<file path="src/design/iexu_pkg.sv">
package iexu_pkg;

   localparam logic [5:0] OP_ADD    = 6'd0;
   localparam logic [5:0] OP_ADDC   = 6'd1;
   localparam logic [5:0] OP_ADDE   = 6'd2;
   localparam logic [5:0] OP_ADDI   = 6'd3;
   localparam logic [5:0] OP_ADDIC  = 6'd4;
   localparam logic [5:0] OP_ADDICR = 6'd5;
   localparam logic [5:0] OP_ADDIS  = 6'd6;
   localparam logic [5:0] OP_ADDME  = 6'd7;
   localparam logic [5:0] OP_ADDZE  = 6'd8;
   localparam logic [5:0] OP_AND    = 6'd9;
   localparam logic [5:0] OP_ANDC   = 6'd10;
   localparam logic [5:0] OP_ANDI   = 6'd11;
   localparam logic [5:0] OP_ANDIS  = 6'd12;
   localparam logic [5:0] OP_CNTLZW = 6'd13;
   localparam logic [5:0] OP_DIVW   = 6'd14;
   localparam logic [5:0] OP_DIVWU  = 6'd15;
   localparam logic [5:0] OP_EXTSB  = 6'd16;
   localparam logic [5:0] OP_EXTSH  = 6'd17;
   localparam logic [5:0] OP_MULHW  = 6'd18;
   localparam logic [5:0] OP_MULHWU = 6'd19;
   localparam logic [5:0] OP_MULLI  = 6'd20;
   localparam logic [5:0] OP_MULLW  = 6'd21;
   localparam logic [5:0] OP_NAND   = 6'd22;
   localparam logic [5:0] OP_NEG    = 6'd23;
   localparam logic [5:0] OP_NOR    = 6'd24;
   localparam logic [5:0] OP_OR     = 6'd25;
   localparam logic [5:0] OP_ORC    = 6'd26;
   localparam logic [5:0] OP_ORI    = 6'd27;
   localparam logic [5:0] OP_ORIS   = 6'd28;
   localparam logic [5:0] OP_RLWIMI = 6'd29;
   localparam logic [5:0] OP_RLWINM = 6'd30;
   localparam logic [5:0] OP_RLWNM  = 6'd31;
   localparam logic [5:0] OP_SRW    = 6'd32;
   localparam logic [5:0] OP_SLW    = 6'd33;
   localparam logic [5:0] OP_SRAW   = 6'd34;
   localparam logic [5:0] OP_SRAWI  = 6'd35;
   localparam logic [5:0] OP_SUBF   = 6'd36;
   localparam logic [5:0] OP_SUBFC  = 6'd37;
   localparam logic [5:0] OP_SUBFE  = 6'd38;
   localparam logic [5:0] OP_SUBFIC = 6'd39;
   localparam logic [5:0] OP_SUBFME = 6'd40;
   localparam logic [5:0] OP_SUBFZE = 6'd41;
   localparam logic [5:0] OP_XOR    = 6'd42;
   localparam logic [5:0] OP_XORI   = 6'd43;
   localparam logic [5:0] OP_XORIS  = 6'd44;

   localparam logic [31:0] SIGN_BIT = 32'h8000_0000;

   localparam logic [1:0] UNIT_ALU  = 2'd0;
   localparam logic [1:0] UNIT_MUL  = 2'd1;
   localparam logic [1:0] UNIT_DIV  = 2'd2;
   localparam logic [1:0] UNIT_NONE = 2'd3;

   typedef struct packed {
      logic [5:0]  cmd;
      logic [4:0]  reg_ds;
      logic [4:0]  reg_a;
      logic [4:0]  reg_b;
      logic [15:0] imm16;
      logic [4:0]  mask_begin;
      logic [4:0]  mask_end;
      logic [4:0]  shift_imm;
      logic        oe_bit;
      logic        rc_bit;
   } item_type;

   typedef struct packed {
      item_type   item;
      logic [1:0] unit;
   } entry_type;

   typedef struct packed {
      logic [4:0]  dest_index;
      logic [31:0] result_value;
      logic [3:0]  cr0_flags;
      logic        carry_flag;
      logic        overflow_flag;
      logic        sticky_overflow;
   } result_type;

endpackage

</file>
<file path="src/design/iexu_front.sv">
module iexu_front (
   input  logic                clock,
   input  logic                reset,
   input  logic                push,
   output logic                full,
   input  iexu_pkg::item_type  item,
   output logic                head_valid,
   output iexu_pkg::entry_type head,
   input  logic                head_pop
);
   import iexu_pkg::*;

   entry_type  entry_ff [2];
   entry_type  entry_in;
   logic       wr_ptr_ff, rd_ptr_ff;
   logic [1:0] count_ff;
   logic       do_push, do_pop;

   // Classify by execution unit.
   always_comb begin
      entry_in.item = item;
      if (item.cmd > OP_XORIS) begin
         entry_in.unit = UNIT_NONE;
      end else if (item.cmd == OP_DIVW || item.cmd == OP_DIVWU) begin
         entry_in.unit = UNIT_DIV;
      end else if (item.cmd >= OP_MULHW && item.cmd <= OP_MULLW) begin
         entry_in.unit = UNIT_MUL;
      end else begin
         entry_in.unit = UNIT_ALU;
      end
   end

   assign full       = (count_ff == 2'd2);
   assign head_valid = (count_ff != 2'd0);
   assign head       = entry_ff[rd_ptr_ff];
   assign do_push    = push && !full;
   assign do_pop     = head_pop && head_valid;

   always_ff @(posedge clock) begin
      if (do_push) begin
         entry_ff[wr_ptr_ff] <= entry_in;
      end
      if (reset) begin
         wr_ptr_ff <= 1'b0;
         rd_ptr_ff <= 1'b0;
         count_ff  <= 2'd0;
      end else begin
         if (do_push) wr_ptr_ff <= !wr_ptr_ff;
         if (do_pop)  rd_ptr_ff <= !rd_ptr_ff;
         count_ff <= count_ff + {1'b0, do_push} - {1'b0, do_pop};
      end
   end
endmodule

</file>
<file path="config.mk">
export PLATFORM = sky130hd
export DESIGN_NAME = iexu_front
export DESIGN_NICKNAME = d
export VERILOG_FILES = /design/src/design/iexu_pkg.sv /design/src/design/iexu_front.sv
export SDC_FILE = /design/constraint.sdc
export NUM_CORES = 1
export LEC_CHECK = 0
export BUFFER_PORTS_ARGS = -buffer_cell sky130_fd_sc_hd__buf_4
export CAP_MARGIN = 20
export CELL_PAD_IN_SITES_DETAIL_PLACEMENT = 2
export CELL_PAD_IN_SITES_GLOBAL_PLACEMENT = 2
export CORE_UTILIZATION = 35
export CTS_CLUSTER_SIZE = 24
export DETAILED_ROUTE_END_ITERATION = 6
export GPL_TIMING_DRIVEN = 0
export MAX_ROUTING_LAYER = met4
export PLACE_DENSITY_LB_ADDON = 0.1
export SYNTH_ARGS = -nofsm -noshare
export SYNTH_HDL_FRONTEND = slang
export SYNTH_SLANG_ARGS = --single-unit
</file>
<file path="constraint.sdc">
create_clock -name clock -period 3.5 [get_ports clock]
set_input_delay 0.525 -clock clock [delete_from_list [all_inputs] [get_ports clock]]
set_output_delay 0.525 -clock clock [all_outputs]
set_load 0.02 [all_outputs]
</file>
==> impl_metrics.py, run 1 <==
metrics = {
    "place": {
        "dpl_cell_area_sq_mm": 0.00544,
        "dp_slack_ps": 1240,
        "place.gp.congestion": 0.673,
        "numPortBuffers": 115,
        "place_hpwl_mm": 6.13,
        "placedCellCount": 493,
    },
    "sta": {
        "slew_viol_final": 0,
        "rsz0062_at_grt": "no",
        "clock_skew_ps": 10.9,
        "fmax_mhz": 466,
        "worstMarginPinSlew_ps": 834,
        "relSlewSlack_pct": 44.4,
        "hold_viol_final": 0,
        "min_period_ps": 2140,
        "hold_ws_ps": 300,
        "finalSetupViolations": 0,
        "tns_ps": 0,
        "fin_crit_sh_pct": 61.3,
        "layout_setup_ws_ps": 1360,
    },
    "job": {
        "maxCapViolations": 0,
    },
    "route": {
        "routed_wl_mm": 9.22,
        "drc_errors": 0,
        "viasPerCell": 4.47,
        "firstDrtPassIters": 4,
        "wire_per_inst_microns": 17.6,
        "drt-initial-drc-count": 109,
        "vias": 2340,
        "ant_nets": 0,
    },
    "cts": {
        "tritoncts": "yes",
        "clk_pin_slew_ps": 50,
        "post_cts_buffers": 0,
        "clockBufferDepth": 2,
        "cts_resized": 0,
        "cts_buffers": 17,
        "clock_sinks": 117,
        "cts-hold-fix-buffers": 0,
        "clock_latency_ps": 400,
        "cts_root_buffer": "clkbuf_16",
        "htreeDepth": 4,
    },
    "worst_setup_path": {
        "reg2reg_slack_ps": 1400,
        "r2r_cells": 5,
        "crit_path_max_fanout": 10,
        "worst_path_most_repeated_cell": "buf_4",
        "cp-start-kind": "flop",
        "path_buf_inv": 3,
        "reg2reg_from": "count_ff[0]$_SDFF_PP0_",
        "crit_chain": "buf_4 -> buf_6 -> mux2_1 -> buf_4",
        "worst-path-stages": 4,
        "r2r-end": "entry_ff[0][16]$_DFFE_PP_",
        "crit_path_top_delay_cell": "mux2_1",
        "arrival_ps": 1620,
        "cp.required_ps": 2970,
        "critPathKind": "flop to output pin",
        "cp_slowest_stage_delay_ps": 340,
        "critPathTopFamily": "buffers and inverters",
        "endpoint": "head[38]",
        "worst_setup_path_end_kind": "output pin",
    },
    "layout": {
        "drive_gt1_share_pct": 41.3,
        "finish.utilization_pct": 49.1,
        "final_area_sq_mm": 0.00592,
        "fill_cells": 1123,
        "layoutNonFillerInstCount": 524,
        "final-seq-area_sq_mm": 0.00346,
        "antennaDiodeCount": 0,
        "multi_input_area_sq_um": 811,
        "syn_to_final_growth_pct": 36.3,
        "final_nets": 404,
    },
    "logic_synthesis": {
        "synth_flop_cell": "edfxtp_1",
        "synthArstFlopShare_pct": 0,
        "synthesis.area_sq_mm": 0.00434,
        "ys_types": 28,
        "synth_edf_count": 112,
        "synth.ff_latch_count": 117,
        "synthesis.nets": 269,
        "ys_warn_count": 0,
        "syn_inst": 209,
        "seq_area_frac_synth_pct": 79.7,
        "syn_area_per_cell_sq_um": 20.8,
    },
    "global_routing": {
        "grt_usage_pct": 16.1,
        "grt_pass1_wl_mm": 14.3,
        "grt_overflow": 0,
        "grt_max_degree": 57,
        "grt_pass1_vias": 2631,
        "grt_antenna_before_repair": 0,
    },
    "power_and_ir_drop": {
        "vdd_drop_max_uv": 417,
        "powerDensity_mw_per_mm2": 781,
        "leakage_nw": 2.24,
        "finalPower_mw": 4.62,
    },
    "die": {
        "start_util_pct": 36.0,
        "die-width_microns": 113,
        "core_sq_mm": 0.0121,
        "fp-row-count": 40,
        "die_y_microns": 113,
        "dieArea_sq_mm": 0.0129,
        "pin_count": 116,
    },
    "run_status": {
        "outcome": "completed",
    },
    "min_path": {
        "hold_class": "primary input to flop",
    },
}
flip-flops by register name, summed over array words and instances (netlist names), named ones only:
signal	count
entry_ff	112
count_ff	2
rd_ptr_ff	1
wr_ptr_ff	1
where the power goes:
group | leakage (nW) | switching, mW | internal [mW]
sequential | 1.09 | 0.0539 | 1.79
combinational | 0.920 | 0.772 | 0.596
clock | 0.235 | 0.542 | 0.869
placed cells by master (no fill, tap or decap), drive strengths merged:
cell type  synthesis  routed
o21ai              1       1
buf                6     122
nand3              2       2
nand3b             1       1
nand4              1       1
xnor2              1       1
dfxtp              5       5
a21oi              1       1
edfxtp           112     112
inv                4       4
o2111ai            1       1
nor2               3       3
nor3               1       1
mux2              56      56
xor2               2       2
and2               1       1
nor2b              1       1
and3               1       1
nand2              2       2
or3                1       1
clkbuf             0      20
nand4b             1       1
o21a               1       1
or2                1       1
clkinv             0      11
nand2b             1       1
ha                 2       2
synth_stat cells (all sizes together) (2+ instances only):
master  count  share of area [%]
buf         6                1.3
dfxtp       5                2.3
edfxtp    112                 77
ha          2               0.58
inv         4               0.35
mux2       56                 15
nand2       2               0.17
nand3       2               0.23
nor2        3               0.26
xor2        2               0.40
area by class of cell:
cell class	count	share of cell area, %
clock buffer	20	7.38
buffer	6	0.972
inverter	4	0.254
tap	168	3.55
multi-input combinational	82	13.7
timing repair buffer	116	14.9
sequential	117	58.5
clock inverter	11	0.740
logic make-up after synthesis:
logic type	share of synthesized area, %
DFF	79.7
muxes	14.5
and+or+nand+nor	2.25
buffers and inverters	1.67
AOI/OAI and AO/OA	0.634
xor gates and xnor gates	0.605
adders and majority gates	0.576
worst min path at each step:
stage               slack (ps)                   endpoint                    from  cells past startpoint
floorplan                  450     wr_ptr_ff$_SDFFE_PP0P_  wr_ptr_ff$_SDFFE_PP0P_                      2
global placement           470     wr_ptr_ff$_SDFFE_PP0P_  wr_ptr_ff$_SDFFE_PP0P_                      2
detailed placement         510     wr_ptr_ff$_SDFFE_PP0P_  wr_ptr_ff$_SDFFE_PP0P_                      2
CTS                        280  entry_ff[0][22]$_DFFE_PP_                item[20]                      1
global route               280  entry_ff[0][21]$_DFFE_PP_                item[19]                      1
finish                     300  entry_ff[0][14]$_DFFE_PP_                item[12]                      1
worst reg2reg max path: stages (launching register included):
cell and delay (ps):
dfxtp_1 370, nand2b_2 180, inv_2 50, or3_1 350, inv_2 520, buf_12 290
per-layer routing:
metal  global-route usage (%)  wire length (microns)  up-vias
li1                         -                      -     1086
met1                     16.8                   3620     1182
met2                     27.5                   5000       65
met3                     6.11                    502        7
met4                     6.58                     97        0
met5                        -                      0        -
Note: power is estimated with default switching activity, not from simulation.
==> inputs of run 2 (changes only) <==
--- a/config.mk
+++ b/config.mk
@@ -9,7 +9,7 @@
 export CAP_MARGIN = 20
 export CELL_PAD_IN_SITES_DETAIL_PLACEMENT = 2
 export CELL_PAD_IN_SITES_GLOBAL_PLACEMENT = 2
-export CORE_UTILIZATION = 35
+export CORE_UTILIZATION = 34
 export CTS_CLUSTER_SIZE = 24
 export DETAILED_ROUTE_END_ITERATION = 6
 export GPL_TIMING_DRIVEN = 0
==> constraint.sdc (replaced) <==
create_clock -name clock -period 1.7 [get_ports clock]
set_input_delay 0.255 -clock clock [delete_from_list [all_inputs] [get_ports clock]]
set_output_delay 0.255 -clock clock [all_outputs]
set_load 0.02 [all_outputs]
==> impl_metrics.py, run 2 (same netlist as run 1, synthesis figures left out) <==
metrics = {
    "power_and_ir_drop": {
        "power.share.switching_pct": 28.2,
        "vdd_drop_max_uv": 828,
        "powerDensity_mw_per_mm2": 1730,
        "seq_power_share_pct": 33.8,
        "pwr-share-clk_pct": 31.3,
        "pwr-share-comb_pct": 35.0,
        "internal-power_mw": 8.19,
        "leakage_nw": 2.59,
        "netSwitchingPower_mw": 3.21,
    },
    "sta": {
        "rsz0062_at_grt": "yes",
        "slew_viol_final": 0,
        "fmax_mhz": 554,
        "hold_viol_final": 0,
        "hold_ws_ps": 31.7,
        "layout_setup_ws_ps": -104,
        "finalSetupViolations": 55,
        "clock_skew_ps": 11.1,
        "worstMarginPinSlew_ps": 729,
        "relSlewSlack_pct": 51.4,
        "min_period_ps": 1800,
        "tns_ps": -4140,
        "fin_crit_sh_pct": 106,
    },
    "cts": {
        "tritoncts": "yes",
        "clock_latency_ps": 410,
        "clockBufferDepth": 2,
        "clk_pin_slew_ps": 50,
        "clock_sinks": 117,
        "htreeDepth": 4,
        "cts-hold-fix-buffers": 0,
        "cts_buffers": 17,
        "cts_root_buffer": "clkbuf_16",
    },
    "worst_setup_path": {
        "r2r-end": "entry_ff[0][13]$_DFFE_PP_",
        "cp-start-kind": "flop",
        "r2r_cells": 5,
        "path_buf_inv": 3,
        "worst_setup_path_end_kind": "output pin",
        "arrival_ps": 1550,
        "reg2reg_from": "count_ff[0]$_SDFF_PP0_",
        "crit_path_top_delay_cell": "dfxtp_4",
        "cp.required_ps": 1440,
        "critPathKind": "flop to output pin",
        "cp_slowest_stage_delay_ps": 380,
        "endpoint": "head[1]",
        "crit_path_max_fanout": 6,
        "reg2reg_slack_ps": 90,
        "worst-path-stages": 4,
        "crit_chain": "buf_12 -> clkbuf_16 -> mux2_4 -> buf_6",
        "critPathTopFamily": "buffers and inverters",
    },
    "place": {
        "numPortBuffers": 115,
        "place.gp.congestion": 0.668,
        "place_hpwl_mm": 6.18,
    },
    "layout": {
        "final_nets": 413,
        "fill_cells": 1118,
        "most-common-layout-cells": "112 x edfxtp_1, 72 x buf_4, 46 x mux2_4, 46 x buf_6, 20 x clkbuf_16",
        "largest_reg_flops": 112,
        "drive_gt1_share_pct": 59.0,
        "antennaDiodeCount": 0,
        "top_register": "entry_ff",
        "syn_to_final_growth_pct": 51.8,
        "top_regs": "entry_ff x112, count_ff x2",
        "final_common_cell": "edfxtp_1",
    },
    "route": {
        "routed_wl_mm": 10.3,
        "drt-initial-drc-count": 73,
        "firstDrtPassIters": 5,
        "vias": 2435,
        "drc_errors": 0,
        "ant_nets": 0,
        "viasPerCell": 4.56,
        "wire_per_inst_microns": 19.3,
    },
    "job": {
        "maxCapViolations": 0,
    },
    "die": {
        "die_y_microns": 115,
        "die-width_microns": 115,
        "core_sq_mm": 0.0122,
        "pin_count": 116,
        "dieArea_sq_mm": 0.0132,
        "start_util_pct": 35.6,
        "fp-row-count": 40,
    },
    "global_routing": {
        "met1_usage_pct": 16.2,
        "grt_use_met2_pct": 29.0,
        "grt_pass1_vias": 2728,
        "grt_antenna_before_repair": 0,
        "busiest_layer": "met2",
        "grt_max_degree": 57,
        "grt_overflow": 0,
        "grt_pass1_wl_mm": 14.8,
        "grt_usage_pct": 16.4,
        "grt_use_met3_pct": 6.11,
    },
    "min_path": {
        "hold_class": "primary input to flop",
    },
    "run_status": {
        "violations": "negative setup slack",
        "outcome": "complete, but fails checks",
    },
}
==> run 2: cell count changes in the layout (fill, tap and decap cells not counted), sizes merged <==
| cell | change |
|---|---|
| clkbuf | +5 |
| clkinv | -4 |
| and3 | +1 |
| clkinvlp | +2 |
| inv | -1 |
| buf | +4 |
| bufinv | +3 |
==> run 2: worst min-delay path by stage <==
| stage | end | cells past startpoint | from |
|---|---|---|---|
| after detailed placement | entry_ff[1][11]$_DFFE_PP_ | 1 | item[9] |
| after floorplan | count_ff[0]$_SDFF_PP0_ | 1 | reset |
| final | entry_ff[1][8]$_DFFE_PP_ | 1 | item[6] |
| after CTS | entry_ff[0][8]$_DFFE_PP_ | 1 | item[6] |
| after global placement | entry_ff[0][2]$_DFFE_PP_ | 1 | item[0] |
| after global routing | entry_ff[1][8]$_DFFE_PP_ | 1 | item[6] |
==> run 2: layer usage <==
metal	share of wire (%)	vias to the layer above
li1	-	1115
met2	54	70
met4	1.4	0
met5	0	-
met1	38	1235
met3	6.1	15
==> run 2: power by group through the flow <==
stage / Combinational, mW / Sequential, mW / Clock, mW
2_1_floorplan: 1.68 / 3.82 / 0
3_5_place_dp: 2.91 / 3.87 / 0
6_report: 3.99 / 3.85 / 3.56
5_1_grt: 4.21 / 3.90 / 3.76
4_1_cts: 3.63 / 3.83 / 3.64
3_3_place_gp: 2.84 / 3.85 / 0
==> run 2: cell type report <==
class	count	area [sq um]	area share, %
Clock buffer	22	464	7.04
Timing Repair inverter	1	7.51	0.114
Timing Repair Buffer	123	1190	18.0
Buffer	6	103	1.56
Inverter	4	21.3	0.323
Clock inverter	10	129	1.95
Multi-Input combinational cell	83	1000	15.2
Tap cell	168	210	3.19
Sequential cell	117	3470	52.6
==> run 2: timing repair <==
item                                    in CTS  in global routing
cloned                                       2                  4
setup buffers                                2                  1
endpoints found under the setup margin     112                112
pin swaps                                    0                  1
resized for setup                           78                 31
hold endpoints to repair                     0                  0
==> run 2: through the flow <==
step	setup slack (ps)	total power, mW	instance area [sq um]	instances	utilization (%)
after floorplan	-143	5.51	4360	209	-
after global placement	-737	6.69	5440	492	44.5
after detailed placement	-277	6.78	5460	493	44.7
after CTS	-146	11.1	6390	529	52.3
after global routing	-157	11.9	6590	534	54.0
final	-104	11.4	6590	534	54.0
